## src/rtl/pcp_pkg.sv

```systemverilog
`timescale 1ns / 1ps
// Package for the convex polygon point test: sizes, command codes, the
// record that travels down the cell chain and the edge sign check.
// No dependencies.
package pcp_pkg;

  localparam int MAX_VERTICES = 16;
  localparam int COORD_BITS   = 16;

  localparam int IDX_W  = 4;                              // vertex_index field
  localparam int CNT_W  = 5;                              // vertex_count register
  localparam int NEFF_W = $clog2(MAX_VERTICES + 1);
  localparam int CMP_W  = (NEFF_W > CNT_W) ? NEFF_W : CNT_W;
  localparam int DIFF_W = COORD_BITS + 1;
  localparam int PROD_W = 2 * DIFF_W;

  localparam logic [CNT_W-1:0] VCOUNT_RESET = CNT_W'(4);
  localparam logic [CMP_W-1:0] VCOUNT_MIN   = CMP_W'(3);
  localparam logic [CMP_W-1:0] VCOUNT_MAX   = CMP_W'(MAX_VERTICES);

  typedef enum logic {
    CMD_LOAD = 1'b0,
    CMD_TEST = 1'b1
  } cmd_t;

  // One query point on its way along the chain. The two products belong
  // to the edge of the previous cell and are compared by the next one.
  typedef struct packed {
    logic                     valid;
    logic                     ok;
    logic                     chk;
    logic [COORD_BITS-1:0]    qx;
    logic [COORD_BITS-1:0]    qy;
    logic [PROD_W-1:0]        pa;
    logic [PROD_W-1:0]        pb;
  } stage_t;

  function automatic logic [DIFF_W-1:0] sext_coord(input logic [COORD_BITS-1:0] v);
    sext_coord = {v[COORD_BITS-1], v};
  endfunction

  // Running inside flag after folding in the pending edge's cross sign.
  function automatic logic edge_ok(input stage_t s);
    edge_ok = s.ok & (!s.chk | ($signed(s.pa) > $signed(s.pb)));
  endfunction

endpackage

```

## src/rtl/pcp_cell.sv

```systemverilog
`timescale 1ns / 1ps
// One cell of the chain: stores one polygon vertex and forms the two
// cross-product terms of the edge that starts at it. Uses pcp_pkg.
module pcp_cell
  import pcp_pkg::*;
(
  input  logic                  clk,
  input  logic                  rst,
  input  logic                  adv,
  input  logic                  ld_en,
  input  logic [COORD_BITS-1:0] ld_x,
  input  logic [COORD_BITS-1:0] ld_y,
  input  logic [COORD_BITS-1:0] next_x,
  input  logic [COORD_BITS-1:0] next_y,
  input  logic                  edge_on,
  input  stage_t                prev,
  output logic [COORD_BITS-1:0] vert_x,
  output logic [COORD_BITS-1:0] vert_y,
  output stage_t                stage
);

  logic signed [DIFF_W-1:0] ex, ey, dx, dy;
  logic signed [PROD_W-1:0] pa_next, pb_next;

  always_ff @(posedge clk) begin
    if (ld_en) begin
      vert_x <= ld_x;
      vert_y <= ld_y;
    end
  end

  always_comb begin
    ex = $signed(sext_coord(next_x)) - $signed(sext_coord(vert_x));
    ey = $signed(sext_coord(next_y)) - $signed(sext_coord(vert_y));
    dx = $signed(sext_coord(prev.qx)) - $signed(sext_coord(vert_x));
    dy = $signed(sext_coord(prev.qy)) - $signed(sext_coord(vert_y));
    pa_next = ex * dy;
    pb_next = ey * dx;
  end

  always_ff @(posedge clk) begin
    if (rst) begin
      stage.valid <= 1'b0;
    end else if (adv) begin
      stage.valid <= prev.valid;
    end
  end

  always_ff @(posedge clk) begin
    if (adv) begin
      stage.ok  <= edge_ok(prev);
      stage.chk <= edge_on;
      stage.qx  <= prev.qx;
      stage.qy  <= prev.qy;
      stage.pa  <= pa_next;
      stage.pb  <= pb_next;
    end
  end

endmodule

```

## config.mk

```make
export PLATFORM = sky130hd
export DESIGN_NAME = pcp_cell
export DESIGN_NICKNAME = d
export VERILOG_FILES = /design/src/rtl/pcp_pkg.sv /design/src/rtl/pcp_cell.sv
export SDC_FILE = /design/constraint.sdc
export NUM_CORES = 2
export LEC_CHECK = 0
export ABC_CLOCK_PERIOD_IN_PS = 22900
export BUFFER_PORTS_ARGS = -buffer_cell sky130_fd_sc_hd__buf_2
export CORE_ASPECT_RATIO = 0.5
export CORE_MARGIN = 2
export CORE_UTILIZATION = 50
export DETAILED_ROUTE_END_ITERATION = 8
export HOLD_SLACK_MARGIN = 0.06
export PLACE_DENSITY = 0.68
export SYNTH_ARGS = -nofsm -noshare
export SYNTH_HDL_FRONTEND = slang
export SYNTH_SLANG_ARGS = --single-unit
```

## constraint.sdc

```tcl
create_clock -name clk -period 22.9 [get_ports clk]
set_input_delay 3.435 -clock clk [delete_from_list [all_inputs] [get_ports clk]]
set_output_delay 3.435 -clock clk [all_outputs]
set_load 0.05 [all_outputs]
```

# [Yosys cells after proc, flatten, opt, wreduce, memory -nomap -nowiden]
# Index checks and enable logic that the tools add are counted.
[word_totals] reg_bits=135 input_bits=172 output_inout_bits=135 wordCells=19
[op_classes] n_addsub=4 mul=2 n_lt_le_gt_ge=1 bitwise=2 reduce_logical=1
[ops] op="$mul 17x17->34" count=2
[ops] op="$sub 16x16->17" count=4
[ops] op="$gt 34x34->1" count=1
[ops] op="$and 1x1->1" count=1
[ops] op="$logic_not 1->1" count=1
[ops] op="$or 1x1->1" count=1

# [Logic depth before layout (Yosys ltp)]
[logic_depth] word_depth=3 depth_mapped=39 ltp_nobuf=37

# [Worst setup path after synthesis]
# Ideal clock, no wire load.
[synth_path] path_type="in2reg" start="input next_x[0]" end="register stage[66] (netlist bit) (data pin)" setup_time_ps=258 arrival_ps=11130 required_ps=22642 path_slack_ps=11513 stages=37 path_buffers=1 path_cell_list="inv_1 > ha_1 > inv_1 > fa_1 > a21o_1 > a21oi_1 > o21a_1 > o31ai_1 > a21oi_1 > nor2b_1 > o21a_1 > nor2_1 > xnor2_1 > clkbuf_1 > nand2_1 > fa_1 > inv_1 > fa_1 > inv_1 > fa_1 > inv_1 > fa_1 > fa_1 > inv_1 > fa_1 > inv_1 > ha_1 > a2111oi_2 > o21ai_1 > a221o_1 > a41o_1 > nand2_1 > a31oi_1 > a311o_1 > a21o_1 > a21oi_2 > xnor2_1"
[synth_via] elab_chain_cells=2
[synth_rtl] item="start, declared" line="pcp_cell.sv:13" text="input logic [COORD_BITS-1:0] next_x,"
[synth_rtl] item="$sub 16x16->17" line="pcp_cell.sv:33" text="ex = $signed(sext_coord(next_x)) - $signed(sext_coord(vert_x));"
[synth_rtl] item="$mul 17x17->34" line="pcp_cell.sv:37" text="pa_next = ex * dy;"
[synth_rtl] item="via pa_next[32]" line="pcp_cell.sv:23" text="logic signed [PROD_W-1:0] pa_next, pb_next;"
[synth_rtl] item="end, declared" line="pcp_cell.sv:19" text="output stage_t stage"
# The timed path passes the listed nets, and every way through them passes these cells.
# A chain may end at the register's enable or synchronous reset.

# [Final worst setup path]
[layout_path] start="input next_x[0]" end="register stage[67] (netlist bit) (data pin)"
# The elaborated chain is that of the path after synthesis.

==> flow_metrics.env <==
export IMPL_worst_pin_slew_ps=1369
export IMPL_grtUsageMet1=0.3506
export IMPL_end_kind="flop"
export IMPL_crit_buf_inv=7
export IMPL_cts_resized=0
export IMPL_avgSynthCellArea_sq_um=9.589
export IMPL_antenna_left=0
export IMPL_grt_start_max_net_pins=62
export IMPL_status="finished clean"
export IMPL_clk_pin_slew_ps=70
export IMPL_clock_latency_ps=490
export IMPL_routed_wl_mm=75.87
export IMPL_antenna_found_initial=2
export IMPL_drt_iter0_drc=1611
export IMPL_rr_endpoint="stage[67]$_DFFE_PP_"
export IMPL_mostFrequentLayoutCells="inv_1 (710), fa_1 (596), nand2_1 (334)"
export IMPL_clock_sinks=135
export IMPL_drt_first_pass_iters=7
export IMPL_initial_utilization=0.5071
export IMPL_rows=62
export IMPL_io_buffer_count=306
export IMPL_holdBufCountCts=0
export IMPL_period_minus_slack_ps=12090
export IMPL_setup_viol=0
export IMPL_r2r_start="vert_x[0]$_DFFE_PP_"
export IMPL_startpoint="next_x[0]"
export IMPL_min_path_type="reg2reg"
export IMPL_critPathKind="in2reg"
export IMPL_hold_violations=0
export IMPL_async_reset_ff_frac=0
export IMPL_vias_per_cell=5.238
export IMPL_synth_seq_area_share=0.1387
export IMPL_fmax_ghz=0.08270
export IMPL_path_common_cell="fa_1"
export IMPL_grt_overflow_total=0
export IMPL_hold_slack_ps=495.9
export IMPL_multi_input_area_sq_mm=0.02221
export IMPL_io_pins=307
export IMPL_synth_edf_count=134
export IMPL_setup_tns_final_ps=0
export IMPL_grt_use_met2=0.4409
export IMPL_grt_busiest_layer="met2"
export IMPL_numCtsBuffers=17
export IMPL_hpwlAfterDp_mm=64.28
export IMPL_critical_path_required_ps=23120
export IMPL_path_max_fanout=11
export IMPL_post_route_period_util=0.5280
export IMPL_gp_congestion=0.9297
export IMPL_post_cts_buffers=0
export IMPL_die_w_um=345.5
export IMPL_synth_cells=3040
export IMPL_die_h_um=174.7
export IMPL_critPathMaxStageDelay_ps=950
export IMPL_grt_pass1_wl_mm=125.3
export IMPL_syn_nets=4076
export IMPL_max_slew_margin=0.08084
export IMPL_cp_top_family="adder cells"
export IMPL_synth_cell_types=71
export IMPL_grt_pass1_vias=23640
export IMPL_reg2regPathDepth=34
export IMPL_dieArea_sq_mm=0.06036
export IMPL_htree_num_levels=4
export IMPL_synth_seq_cells=135
export IMPL_cp_arrival_ps=12310
export IMPL_regArea_sq_mm=0.004044
export IMPL_yosysWarnings=0
export IMPL_start_kind="input port"
export IMPL_layout_commonest_cell="inv_1"
export IMPL_crit_slowest_cell="a31oi_1"
export IMPL_utilization=0.5637
export IMPL_hp_start="stage[102]$_SDFFE_PP0P_"
export IMPL_core_area_sq_mm=0.05748
export IMPL_drive_gt1_frac=0.1270
export IMPL_cap_violations=0
export IMPL_rsz0062_at_grt="no"
export IMPL_finClkSkew_ps=30.47
export IMPL_grtUsageMet3=0.04950
export IMPL_drv_slew=0
export IMPL_synth_ff_type="edfxtp_1"
export IMPL_holdPathEnd="stage[102]$_SDFFE_PP0P_"
export IMPL_clock_path_buffers=2
export IMPL_drc=0
export IMPL_cts_tree="done"
export IMPL_wl_per_cell_um=18.36
export IMPL_hold_depth=2
export IMPL_nets=4386
export IMPL_vias=21640
export IMPL_grt_usage=0.2655
export IMPL_syn2layout_area_growth_pct=11.16
export IMPL_synth_area_sq_mm=0.02915
export IMPL_cts_root_buf="clkbuf_16"
export IMPL_fillerInstances=4967
export IMPL_r2r_slack_ps=13400
## cells in the mapped netlist, drive strengths merged, types with 8 or more instances
library cell / count / share of area
o21ai: 54 / 0.0093
nand2: 334 / 0.043
and3: 8 / 0.0017
inv: 710 / 0.091
nor2: 268 / 0.035
edfxtp: 134 / 0.14
buf: 14 / 0.0027
nand2b: 44 / 0.0094
nand3: 13 / 0.0022
o21bai: 12 / 0.0031
a31oi: 13 / 0.0028
nor3: 18 / 0.0033
xor2: 53 / 0.016
ha: 268 / 0.12
or2: 13 / 0.0028
o21a: 21 / 0.0054
and2: 30 / 0.0064
o211ai: 9 / 0.0025
a21o: 41 / 0.011
a21oi: 97 / 0.017
xnor2: 104 / 0.032
fa: 596 / 0.41
a211oi: 8 / 0.0022
clkbuf: 53 / 0.0068
nand4: 15 / 0.0032
nor2b: 49 / 0.011
## kinds of logic after synthesis
kind of cell | count (synthesis) | share of synthesized area
AO/OA/AOI/OAI | 296 | 0.06585
XOR/XNOR | 157 | 0.04795
adder cells (fa/ha/maj) | 864 | 0.5244
buffers and inverters | 778 | 0.1011
flip-flops | 135 | 0.1387
multiplexers | 3 | 0.001030
AND/OR/NAND/NOR | 807 | 0.1210
## state kept, by name (all words and copies together) (netlist names)
signal  flops
vert_x     16
stage     103
vert_y     16
## layout make-up
cell class,count,share of cell area
repair buffers,358,0.05939
clock inverters,14,0.004943
well taps,768,0.02966
flip-flops and latches,135,0.1248
clock buffers,18,0.01325
inverters,711,0.08237
multi-input cells,2127,0.6855
diodes,1,0.00007723
## per-stage QoR
stage / cells / instance area [sq um] / setup WS, ps
after floorplan: 3040 / 29150 / 11510
after global placement: 4099 / 31810 / 10520
after detailed placement: 4099 / 31810 / 10340
after CTS: 4131 / 32400 / 10800
after global routing: 4132 / 32400 / 10180
final: 4132 / 32400 / 10810
## tightest hold or removal path: stages (launching register included)
cell     delay [ps]
dfxtp_1         320
mux2i_1          60
nor2_1           80
## how the worst max path moves through the flow
| stage | depth (start not counted) | endpoint | slack [ps] |
|---|---|---|---|
| after detailed placement | 36 | stage[67]$_DFFE_PP_ | 10340 |
| after floorplan | 37 | stage[66]$_DFFE_PP_ | 11510 |
| after global routing | 36 | stage[67]$_DFFE_PP_ | 10180 |
| final | 36 | stage[67]$_DFFE_PP_ | 10810 |
| after global placement | 36 | stage[67]$_DFFE_PP_ | 10520 |
| after CTS | 36 | stage[67]$_DFFE_PP_ | 10800 |
## layer usage
| layer | share of wire | wire length (um) | up-vias |
|---|---|---|---|
| met5 | 0 | 0 | - |
| met4 | 0.034 | 2586 | 0 |
| met3 | 0.070 | 5305 | 153 |
| met2 | 0.48 | 36470 | 768 |
| met1 | 0.42 | 31510 | 10830 |
| li1 | - | - | 9888 |
Power is left out: the tool's default activity adds up to more than one toggle a clock period on the data nets, which glitch-free logic cannot reach.
